## config.mk

```make
export PLATFORM = sky130hd
export DESIGN_NAME = cordic_atan2_centidegrees_core
export DESIGN_NICKNAME = d
export VERILOG_FILES = /design/src/sv/cac_pkg.sv /design/src/sv/cordic_atan2_centidegrees_core.sv /design/src/sv/cac_prerot.sv /design/src/sv/cac_cell.sv /design/src/sv/cac_wrap.sv
export SDC_FILE = /design/constraint.sdc
export NUM_CORES = 2
export LEC_CHECK = 0
export BUFFER_PORTS_ARGS = -buffer_cell sky130_fd_sc_hd__buf_4
export CAP_MARGIN = 20
export CORE_MARGIN = 4
export CORE_UTILIZATION = 60
export CTS_BUF_LIST = sky130_fd_sc_hd__clkbuf_4 sky130_fd_sc_hd__clkbuf_8 sky130_fd_sc_hd__clkbuf_16
export DETAILED_ROUTE_END_ITERATION = 10
export PLACE_DENSITY = 0.73
export SETUP_SLACK_MARGIN = 0.05
export SYNTH_ARGS = -nofsm -noshare
export SYNTH_HDL_FRONTEND = slang
export SYNTH_SLANG_ARGS = --single-unit
```

## constraint.sdc

```tcl
create_clock -name clk -period 19.1 [get_ports clk]
set_input_delay 1.91 -clock clk [delete_from_list [all_inputs] [get_ports clk]]
set_output_delay 1.91 -clock clk [all_outputs]
set_load 0.01 [all_outputs]
```

## src/sv/cac_pkg.sv

```systemverilog
// ----------------------------------------------------------------------------
// cac_pkg
// Shared constants and the arctangent table for the CORDIC atan2 core.
// ----------------------------------------------------------------------------
package cac_pkg;

  localparam int CAC_ITERATIONS  = 16;
  localparam int CAC_INPUT_WIDTH = 16;
  localparam int ANGLE_W         = 17;
  localparam int ANGLE_OUT_W     = 16;
  localparam int GUARD_BITS      = 3;

  localparam logic signed [ANGLE_W-1:0] HALF_TURN     = 17'sd18000;
  localparam logic signed [ANGLE_W-1:0] NEG_HALF_TURN = -17'sd18000;
  localparam logic signed [ANGLE_W-1:0] FULL_TURN     = 17'sd36000;

  typedef logic signed [ANGLE_W-1:0] angle_t;

  function automatic angle_t atan_entry(input logic [3:0] idx);
    angle_t r;
    case (idx)
      4'd0:    r = 17'sd4500;
      4'd1:    r = 17'sd2657;
      4'd2:    r = 17'sd1404;
      4'd3:    r = 17'sd713;
      4'd4:    r = 17'sd358;
      4'd5:    r = 17'sd179;
      4'd6:    r = 17'sd90;
      4'd7:    r = 17'sd45;
      4'd8:    r = 17'sd22;
      4'd9:    r = 17'sd11;
      4'd10:   r = 17'sd6;
      4'd11:   r = 17'sd3;
      4'd12:   r = 17'sd1;
      4'd13:   r = 17'sd1;
      default: r = 17'sd0;
    endcase
    return r;
  endfunction

endpackage

```

## src/sv/cordic_atan2_centidegrees_core.sv

```systemverilog
// ----------------------------------------------------------------------------
// cordic_atan2_centidegrees_core
// Pipelined CORDIC atan2 returning the angle in hundredths of a degree.
// ----------------------------------------------------------------------------
//  channel | direction | handshake           | word
//  in      | input     | in_valid / in_ready | in_y_value, in_x_value
//  out     | output    | out_valid/out_ready | out_angle_centideg
//
//  One word accepted per cycle while out_ready stays high. Stages: input fold
//  stage, one cell per vectoring step, wrap/output register.
//  Each stage holds its word while the next one is full and stalled; ready
//  ripples back through the chain of cells in the same cycle.
//  Synchronous active-low reset clears the stage valid bits only.
// ----------------------------------------------------------------------------
module cordic_atan2_centidegrees_core #(
  parameter int ITERATIONS  = cac_pkg::CAC_ITERATIONS,
  parameter int INPUT_WIDTH = cac_pkg::CAC_INPUT_WIDTH
) (
  input  logic                                    clk,
  input  logic                                    rst_n,
  input  logic                                    in_valid,
  output logic                                    in_ready,
  input  logic signed [INPUT_WIDTH-1:0]           in_y_value,
  input  logic signed [INPUT_WIDTH-1:0]           in_x_value,
  output logic                                    out_valid,
  input  logic                                    out_ready,
  output logic signed [cac_pkg::ANGLE_OUT_W-1:0]  out_angle_centideg
);
  import cac_pkg::*;

  localparam int IW = INPUT_WIDTH + GUARD_BITS;

  logic                 s_valid [0:ITERATIONS];
  logic                 s_ready [0:ITERATIONS];
  logic signed [IW-1:0] s_x     [0:ITERATIONS];
  logic signed [IW-1:0] s_y     [0:ITERATIONS];
  angle_t               s_ang   [0:ITERATIONS];

  cac_prerot #(.INPUT_WIDTH(INPUT_WIDTH), .IW(IW)) u_prerot (
    .clk       (clk),
    .rst_n     (rst_n),
    .in_valid  (in_valid),
    .in_ready  (in_ready),
    .in_y      (in_y_value),
    .in_x      (in_x_value),
    .out_valid (s_valid[0]),
    .out_ready (s_ready[0]),
    .out_x     (s_x[0]),
    .out_y     (s_y[0]),
    .out_angle (s_ang[0])
  );

  for (genvar i = 0; i < ITERATIONS; i++) begin : g_cell
    cac_cell #(.IW(IW), .STAGE(i)) u_cell (
      .clk       (clk),
      .rst_n     (rst_n),
      .in_valid  (s_valid[i]),
      .in_ready  (s_ready[i]),
      .in_x      (s_x[i]),
      .in_y      (s_y[i]),
      .in_angle  (s_ang[i]),
      .out_valid (s_valid[i+1]),
      .out_ready (s_ready[i+1]),
      .out_x     (s_x[i+1]),
      .out_y     (s_y[i+1]),
      .out_angle (s_ang[i+1])
    );
  end

  cac_wrap u_wrap (
    .clk       (clk),
    .rst_n     (rst_n),
    .in_valid  (s_valid[ITERATIONS]),
    .in_ready  (s_ready[ITERATIONS]),
    .in_angle  (s_ang[ITERATIONS]),
    .out_valid (out_valid),
    .out_ready (out_ready),
    .out_angle (out_angle_centideg)
  );

endmodule

```

## src/sv/cac_prerot.sv

```systemverilog
// ----------------------------------------------------------------------------
// cac_prerot
// Input stage: widen x and y, fold the left half plane and set start angle.
// ----------------------------------------------------------------------------
module cac_prerot #(
  parameter int INPUT_WIDTH = cac_pkg::CAC_INPUT_WIDTH,
  parameter int IW          = INPUT_WIDTH + cac_pkg::GUARD_BITS
) (
  input  logic                          clk,
  input  logic                          rst_n,
  input  logic                          in_valid,
  output logic                          in_ready,
  input  logic signed [INPUT_WIDTH-1:0] in_y,
  input  logic signed [INPUT_WIDTH-1:0] in_x,
  output logic                          out_valid,
  input  logic                          out_ready,
  output logic signed [IW-1:0]          out_x,
  output logic signed [IW-1:0]          out_y,
  output cac_pkg::angle_t               out_angle
);
  import cac_pkg::*;

  logic                 valid_r, valid_nxt;
  logic signed [IW-1:0] x_r, x_nxt, y_r, y_nxt;
  angle_t               ang_r, ang_nxt;
  logic signed [IW-1:0] xw, yw;
  logic                 take;

  assign in_ready = !valid_r || out_ready;
  assign take     = in_valid && in_ready;
  assign xw       = IW'(in_x);
  assign yw       = IW'(in_y);

  always_comb begin
    valid_nxt = valid_r;
    if (out_ready) valid_nxt = 1'b0;
    if (take) valid_nxt = 1'b1;
    if (in_x < 0) begin
      x_nxt   = -xw;
      y_nxt   = -yw;
      ang_nxt = (in_y >= 0) ? HALF_TURN : NEG_HALF_TURN;
    end else begin
      x_nxt   = xw;
      y_nxt   = yw;
      ang_nxt = '0;
    end
  end

  always_ff @(posedge clk) begin
    if (!rst_n) begin
      valid_r <= 1'b0;
    end else begin
      valid_r <= valid_nxt;
    end
  end

  always_ff @(posedge clk) begin
    if (take) begin
      x_r   <= x_nxt;
      y_r   <= y_nxt;
      ang_r <= ang_nxt;
    end
  end

  assign out_valid = valid_r;
  assign out_x     = x_r;
  assign out_y     = y_r;
  assign out_angle = ang_r;

endmodule

```

## src/sv/cac_cell.sv

```systemverilog
// ----------------------------------------------------------------------------
// cac_cell
// One vectoring step: rotate toward the x axis and accumulate the angle.
// ----------------------------------------------------------------------------
module cac_cell #(
  parameter int IW    = cac_pkg::CAC_INPUT_WIDTH + cac_pkg::GUARD_BITS,
  parameter int STAGE = 0
) (
  input  logic                 clk,
  input  logic                 rst_n,
  input  logic                 in_valid,
  output logic                 in_ready,
  input  logic signed [IW-1:0] in_x,
  input  logic signed [IW-1:0] in_y,
  input  cac_pkg::angle_t      in_angle,
  output logic                 out_valid,
  input  logic                 out_ready,
  output logic signed [IW-1:0] out_x,
  output logic signed [IW-1:0] out_y,
  output cac_pkg::angle_t      out_angle
);
  import cac_pkg::*;

  logic                 valid_r, valid_nxt;
  logic signed [IW-1:0] x_r, x_nxt, y_r, y_nxt;
  angle_t               ang_r, ang_nxt;
  logic signed [IW-1:0] xs, ys;
  angle_t               step;
  logic                 take;

  assign in_ready = !valid_r || out_ready;
  assign take     = in_valid && in_ready;
  assign xs       = in_x >>> STAGE;
  assign ys       = in_y >>> STAGE;
  assign step     = atan_entry(4'(STAGE));

  always_comb begin
    valid_nxt = valid_r;
    if (out_ready) valid_nxt = 1'b0;
    if (take) valid_nxt = 1'b1;
    if (in_y > 0) begin
      x_nxt   = in_x + ys;
      y_nxt   = in_y - xs;
      ang_nxt = in_angle + step;
    end else begin
      x_nxt   = in_x - ys;
      y_nxt   = in_y + xs;
      ang_nxt = in_angle - step;
    end
  end

  always_ff @(posedge clk) begin
    if (!rst_n) begin
      valid_r <= 1'b0;
    end else begin
      valid_r <= valid_nxt;
    end
  end

  always_ff @(posedge clk) begin
    if (take) begin
      x_r   <= x_nxt;
      y_r   <= y_nxt;
      ang_r <= ang_nxt;
    end
  end

  assign out_valid = valid_r;
  assign out_x     = x_r;
  assign out_y     = y_r;
  assign out_angle = ang_r;

endmodule

```

## src/sv/cac_wrap.sv

```systemverilog
// ----------------------------------------------------------------------------
// cac_wrap
// Output stage: wrap the angle into one half turn either side and hold it.
// ----------------------------------------------------------------------------
module cac_wrap (
  input  logic                                    clk,
  input  logic                                    rst_n,
  input  logic                                    in_valid,
  output logic                                    in_ready,
  input  cac_pkg::angle_t                         in_angle,
  output logic                                    out_valid,
  input  logic                                    out_ready,
  output logic signed [cac_pkg::ANGLE_OUT_W-1:0]  out_angle
);
  import cac_pkg::*;

  logic                          valid_r, valid_nxt;
  logic signed [ANGLE_OUT_W-1:0] ang_r, ang_nxt;
  angle_t                        wrapped;
  logic                          take;

  assign in_ready = !valid_r || out_ready;
  assign take     = in_valid && in_ready;

  always_comb begin
    valid_nxt = valid_r;
    if (out_ready) valid_nxt = 1'b0;
    if (take) valid_nxt = 1'b1;
    wrapped = in_angle;
    if (in_angle > HALF_TURN) begin
      wrapped = in_angle - FULL_TURN;
    end else if (in_angle < NEG_HALF_TURN) begin
      wrapped = in_angle + FULL_TURN;
    end
    ang_nxt = wrapped[ANGLE_OUT_W-1:0];
  end

  always_ff @(posedge clk) begin
    if (!rst_n) begin
      valid_r <= 1'b0;
    end else begin
      valid_r <= valid_nxt;
    end
  end

  always_ff @(posedge clk) begin
    if (take) begin
      ang_r <= ang_nxt;
    end
  end

  assign out_valid = valid_r;
  assign out_angle = ang_r;

endmodule
```

== Word-level counts from Yosys, hierarchy flattened ==
Index checks and enable logic that the tools add are counted.
Storage, ports and cells
  logic and storage cells: 314
  input bits: 36
  output and inout port bits: 18
  flip-flop bits (word level): 836
Cells by class
  order comparisons: 18
  add/sub/neg operators: 81
  mux-type cells: 80
  reduce and logical (&&, ||, !) cells: 72
Operator list (count)
  19-bit two-way mux: 27
  19-bit by 1-bit > comparator with 1-bit output (second input constant): 14
  17-bit two-way mux: 15
  19-bit by 10-bit adder with 19-bit output: 2
  19-bit by 11-bit adder with 19-bit output: 2
  19-bit by 12-bit adder with 19-bit output: 2
  19-bit by 13-bit adder with 19-bit output: 2
  19-bit by 14-bit adder with 19-bit output: 2
  19-bit by 15-bit adder with 19-bit output: 2
  19-bit by 16-bit adder with 19-bit output: 2
  19-bit by 17-bit adder with 19-bit output: 2
  19-bit by 18-bit adder with 19-bit output: 2
  19-bit by 8-bit adder with 19-bit output: 2
  19-bit by 9-bit adder with 19-bit output: 2
  16-bit negation with 19-bit output: 2
  19-bit by 10-bit subtractor with 19-bit output: 2
  19-bit by 11-bit subtractor with 19-bit output: 2
  19-bit by 12-bit subtractor with 19-bit output: 2
  19-bit by 13-bit subtractor with 19-bit output: 2
  19-bit by 14-bit subtractor with 19-bit output: 2
  19-bit by 15-bit subtractor with 19-bit output: 2
  19-bit by 16-bit subtractor with 19-bit output: 2
  19-bit by 17-bit subtractor with 19-bit output: 2
  19-bit by 18-bit subtractor with 19-bit output: 2
  44 further kinds: 153

== Longest topological paths before layout ==
  depth in word-level cells: 21
  depth in mapped cells: 20
  gate-level depth less buffers: 19

== By module ==
Synthesis repeated with hierarchy kept, for this count alone.
Second synthesis, totals
  cells, all modules: 7866
  area total of the unflattened synthesis: 77669.5 um2
Modules (own cells, without submodules)
  cac_cell (g_cell[0].u_cell): area an instance 5236.3 um2, seq. area each 1641.6 um2, instances 1, cells an instance 583
  cac_cell (g_cell[3].u_cell): area an instance 4823.4 um2, seq. area each 1671.6 um2, instances 1, cells an instance 482
  cac_cell (g_cell[13].u_cell): area an instance 4813.4 um2, seq. area each 1671.6 um2, instances 1, cells an instance 500
  cac_cell (g_cell[1].u_cell): area an instance 4810.9 um2, seq. area each 1671.6 um2, instances 1, cells an instance 491
  cac_cell (g_cell[12].u_cell): area an instance 4802.1 um2, seq. area each 1671.6 um2, instances 1, cells an instance 493
  cac_cell (g_cell[5].u_cell): area an instance 4782.1 um2, seq. area each 1671.6 um2, instances 1, cells an instance 483
  cac_cell (g_cell[2].u_cell): area an instance 4749.6 um2, seq. area each 1671.6 um2, instances 1, cells an instance 481
  cac_cell (g_cell[8].u_cell): area an instance 4739.5 um2, seq. area each 1671.6 um2, instances 1, cells an instance 497
  cac_cell (g_cell[11].u_cell): area an instance 4708.3 um2, seq. area each 1671.6 um2, instances 1, cells an instance 488
  cac_cell (g_cell[4].u_cell): area an instance 4698.3 um2, seq. area each 1671.6 um2, instances 1, cells an instance 484
  cac_cell (g_cell[6].u_cell): area an instance 4684.5 um2, seq. area each 1671.6 um2, instances 1, cells an instance 480
  cac_cell (g_cell[9].u_cell): area an instance 4683.2 um2, seq. area each 1671.6 um2, instances 1, cells an instance 480
  cac_cell (g_cell[7].u_cell): area an instance 4648.2 um2, seq. area each 1671.6 um2, instances 1, cells an instance 465
  cac_cell (g_cell[10].u_cell): area an instance 4599.4 um2, seq. area each 1671.6 um2, instances 1, cells an instance 473
  +4 rows

== Worst setup path after synthesis ==
Ideal clock, no wire load.
  path type: input port to flip-flop
  start: in out_ready
  end: reg g_cell[2].u_cell.ang_r[10] (enable)
  data required time: 18552 ps
  arrival: 6953 ps
  path buffers: 1
  library setup time: 548 ps
  stages: 7
  slack: 11599 ps
  cells stage by stage: and4b_1 > and3_1 > and2_1 > and3_1 > and2_1 > clkbuf_1 > a21boi_0
On the way
  longest elaborated chain between the ends: 16
RTL lines
  from (decl): RTL line cordic_atan2_centidegrees_core.sv:26  | input logic out_ready,
  1-bit logical OR: RTL line cac_wrap.sv:22  | assign in_ready = !valid_r || out_ready;
  1-bit logical OR (14 in series): RTL line cac_cell.sv:31  | assign in_ready = !valid_r || out_ready;
  1-bit logical AND: RTL line cac_cell.sv:32  | assign take = in_valid && in_ready;
  via g_cell[2].u_cell.take: RTL line cac_cell.sv:29  | logic take;
  to (signal assigned): RTL line cac_cell.sv:64  | ang_r <= ang_nxt;
  to (decl): RTL line cac_cell.sv:26  | angle_t ang_r, ang_nxt;
The timed path passes the listed nets, and every way through them passes these cells.
A chain may end at the register's enable or synchronous reset.

== Worst setup path after layout ==
  start: in out_ready
  end: out in_ready
On the way
  longest elaborated chain between the ends: 18
RTL lines
  1-bit logical OR: RTL line cac_wrap.sv:22
  1-bit logical OR (16 in series): RTL line cac_cell.sv:31
  1-bit logical OR: RTL line cac_prerot.sv:29  | assign in_ready = !valid_r || out_ready;
  to (decl): RTL line cordic_atan2_centidegrees_core.sv:22  | output logic in_ready,
No other way between the ends.

==> run summary <==
The number of synthesized register bits is about 800. In this run, synthesis inferred 772 flip-flops with an integrated enable. The min-delay analysis places its worst path in the category flip-flop to flip-flop.

The total power came out at 4.51 mW. The initial antenna violation count came out at 0. Dividing the detail-routed wire length by the instance count gives 17.5 um. The worst setup path is captured at an output pin. The net switching power came out at between 1 and 1.5 mW. The number of placement rows came out at about 120. The worst path arrival time is between 4 and 5 ns. The count of different cell masters after synthesis came out at between 90 and 100. The detailed router placed approximately 45000 vias in this run.

For this run, the number of standard cells in the final layout without fillers is 7612. Setup repair after global routing left no endpoint under its margin. The slowest stage of the critical path is the and2_1 cell.

CTS placed an instance of clkbuf_16 at the clock tree root. The flow ran to the end, and the final reports show no timing, DRC or antenna violations. The overall global routing resource usage came out at around 25%. In the routed design, unresolved DRC markers number 0.

The static leakage power came out at roughly 26 nW. The critical path starts at out_ready. The total internal power came out at approximately 3.3 mW. The max-capacitance violation count came out at 0. The power share of the combinational group came out at a little under a fifth. The total clock buffers created by CTS is 88. The share of the core filled with cells in the final layout came out at approximately 66%.

The clock-pin slew on the worst setup and hold paths came out at approximately 0.060 ns. The minimum setup slack in the final design is ~13 ns. The total half-perimeter wirelength after legalization and detailed placement is between 100 and 150 mm. The clock network accounts for a little over a third of the total power.

The share of final-layout standard cells stronger than drive strength 1 is 5.52%. The max-slew violation total from the final report is 0. The leading cell type in the layout, fill and taps excluded is edfxtp_1. Grouping stages by cell kind, the critical path spends the most delay in simple AND/OR/NAND/NOR gates. The number of buffers on the longest clock path came out at 3. The congestion estimate from routability-driven global placement came to a little over 0.9. In this run the count of I/O pins placed on the die edge is 54. The remaining number of nets flagged by the antenna check after routing came out at 0. After synthesis, the mean cell area works out to between 9 and 10 sq um. The length of the first detailed-routing pass in iterations is 6.

The overall die width came out at between 300 and 400 um. The routed design has ~130 mm of wire. The number of hold buffers added after cts is 0.

Entering global routing, the biggest net connects 55 pins. Dividing the detail-routed via count by the number of cells gives roughly 6. Registers are responsible for 45.3% of the overall power. 0 antenna diodes ended up in the layout. The part of the cycle the worst path needs is between 30% and 40%.

The count of input and output buffers came out at 52. The number of placed cells counting well taps came out at 7446. The highest clock frequency the design can meet came out at ~0.17 GHz. The final-report hold violation count is 0. The starting utilization of the core area is 60.6%. The clock reaches the later pin of the worst-skew pair after roughly 0.67 ns. The tightest hold path in the finished design has a slack of 0.411 ns. The power density over the cells came out at 68.6 nW/um^2. The synthesized area is slightly above 60000 sq um. STA classifies the critical path startpoint as a primary input.

The region available for standard cell placement spans 100000 sq um. In the layout the commonest cells are edfxtp_1 (772), ha_1 (707), xnor2_1 (584). The total number of nets in the final design is around 7000. From synthesis to final layout, the design area changed by 8.18%. The worst-case setup slack after placement came out at between 10 and 15 ns. After clock tree synthesis, the repair step resized 0 gates. The critical path required time is between 15 and 20 ns.

The final number of setup-violating endpoints is 0. The startpoint identified for the worst hold timing path is g_cell[13].u_cell.out_angle[1]$_DFFE_PP_. For this run, the register share of the synthesized area comes to roughly 39%.

The total placed instance area came out at between 60000 and 70000 sq um. Along the worst path, the maximum fanout reaches 7. The H-tree was split into 3 levels. The proportion of total power due to net switching came out at a little over a quarter. The setup path with the least slack is of type primary input to output pin. The via count of the first global-routing pass is about 43000.

For this run, asynchronously set or reset flops after synthesis account for 0%. In this run the critical register-to-register path is launched from g_cell[9].u_cell.out_y[17]$_DFFE_PP_. For the pin with the worst max-slew slack, the measured transition is between 0.9 and 1 ns. For this run, the slowest stage of the critical path takes about 0.4 ns. The area enclosed by the die boundary is approximately 110000 sq um. The peak supply drop came out at about 0.065 mV. In this run the post-CTS setup repair buffer count came out at 0. The first-pass GRT wire length came out at approximately 220 mm. The worst clock skew is 0.0401 ns. The number of DRC violations after detailed-routing iteration 0 came out at around 3000. In the synthesized netlist, the number of instances is 6095. The time the final worst path needs with I/O delays and setup is slightly above 6 ns. The count of synthesis-stage warnings from yosys is 0. Summed over all layers, the global routing overflow is 0.

The relative max-transition margin is between 30% and 40%. Traced cell by cell, the critical path runs through buf_4 -> and4b_1 -> and3_1 -> and2_1 -> and3_1 -> and2_1 -> and4_1 -> nand2_1 -> buf_4. The clock tree from TritonCTS is yes. The final sum of negative setup slack is 0 ns.

The TritonCTS sink count is 790. The height of the die is between 300 and 400 um. The slack of the worst reg-to-reg path came out at between 10 and 15 ns. The number of buffer and inverter stages on the critical path is 2. The finished cells cover roughly 66000 sq um.

For this run, the leading register cell type out of synthesis is edfxtp_1.
## power groups by stage
| stage | combinational, mW | sequential (mW) | clock [mW] |
|---|---|---|---|
| after floorplan | 0.635 | 2.05 | 0 |
| after global placement | 0.796 | 2.07 | 0 |
| after detailed placement | 0.809 | 2.07 | 0 |
| after CTS | 0.817 | 2.04 | 1.69 |
| after global routing | 0.917 | 2.04 | 1.77 |
| final | 0.820 | 2.04 | 1.65 |
## sequential cells by signal (all words and copies together), names as in the netlist
signal,flops
u_wrap.out_angle,15
u_prerot.out_angle,3
g_cell.u_cell.out_y,247
g_cell.u_cell.out_x,215
g_cell.u_cell.out_angle,254
u_prerot.out_x,19
u_prerot.out_y,19
u_wrap.out_valid,1
u_prerot.out_valid,1
g_cell.u_cell.out_valid,16
## worst register-to-register path: cells and delay by family, from the launching register on
kind                     cells  cell delay (ns)
adder cells (fa/ha/maj)      1             0.34
buffers and inverters        2             0.51
AO/OA/AOI/OAI                6             2.07
AND/OR/NAND/NOR              5             1.83
flip-flops                   1             0.44
XOR/XNOR                     2             0.24
## cells by family after synthesis
| kind of cell | Yosys count | share of synthesized area, % |
|---|---|---|
| AOI/OAI and AO/OA | 1671 | 17.6 |
| xor gates and xnor gates | 818 | 11.8 |
| adders and majority gates | 741 | 15.7 |
| buffers and inverters | 470 | 3.02 |
| DFF | 790 | 38.8 |
| muxes | 21 | 0.352 |
| other | 1 | 0.00618 |
| and+or+nand+nor | 1583 | 12.8 |
## synthesized netlist by cell type (all sizes together) (42+ instances only)
cell type | instances | area (sq um)
edfxtp | 772 | 23200
nor2b | 68 | 433
nor2 | 454 | 1710
clkbuf | 60 | 225
xor2 | 234 | 2060
o31ai | 91 | 693
o21bai | 85 | 638
nor3 | 164 | 842
a21oi | 495 | 2480
nor4 | 42 | 299
and2 | 42 | 263
xnor2 | 584 | 5110
o21a | 74 | 556
nand3 | 81 | 405
inv | 375 | 1410
and3 | 42 | 268
o21ai | 389 | 1950
nand2 | 382 | 1440
a31oi | 56 | 350
or3 | 72 | 460
nand2b | 96 | 601
ha | 707 | 8850
a211oi | 44 | 330
a21o | 134 | 1010
## final cells by class
| cell class | instances | area (sq um) |
|---|---|---|
| sequential | 790 | 23500 |
| clock inverter | 56 | 494 |
| tap | 1357 | 1700 |
| inverter | 377 | 1420 |
| fill | 7957 | 34600 |
| timing repair buffer | 86 | 676 |
| multi-input combinational | 4838 | 35500 |
| clock buffer | 108 | 2350 |
## metal layers
layer	GRT usage, %	up-vias	share of wire, %
met5	0	-	0
met4	7.18	0	2.6
met3	2.40	208	4.3
met2	41.9	983	48
met1	33.5	21609	46
li1	-	22691	-
## worst paths after layout
kind / end / cells past startpoint
worst max-delay path: in_ready / 9
worst min-delay path: g_cell[14].u_cell.out_angle[1]$_DFFE_PP_ / 0
worst max register to register: g_cell[10].u_cell.out_y[17]$_DFFE_PP_ / 16
worst min register to register: g_cell[14].u_cell.out_angle[1]$_DFFE_PP_ / 0
(Power assumes the default switching activity.)
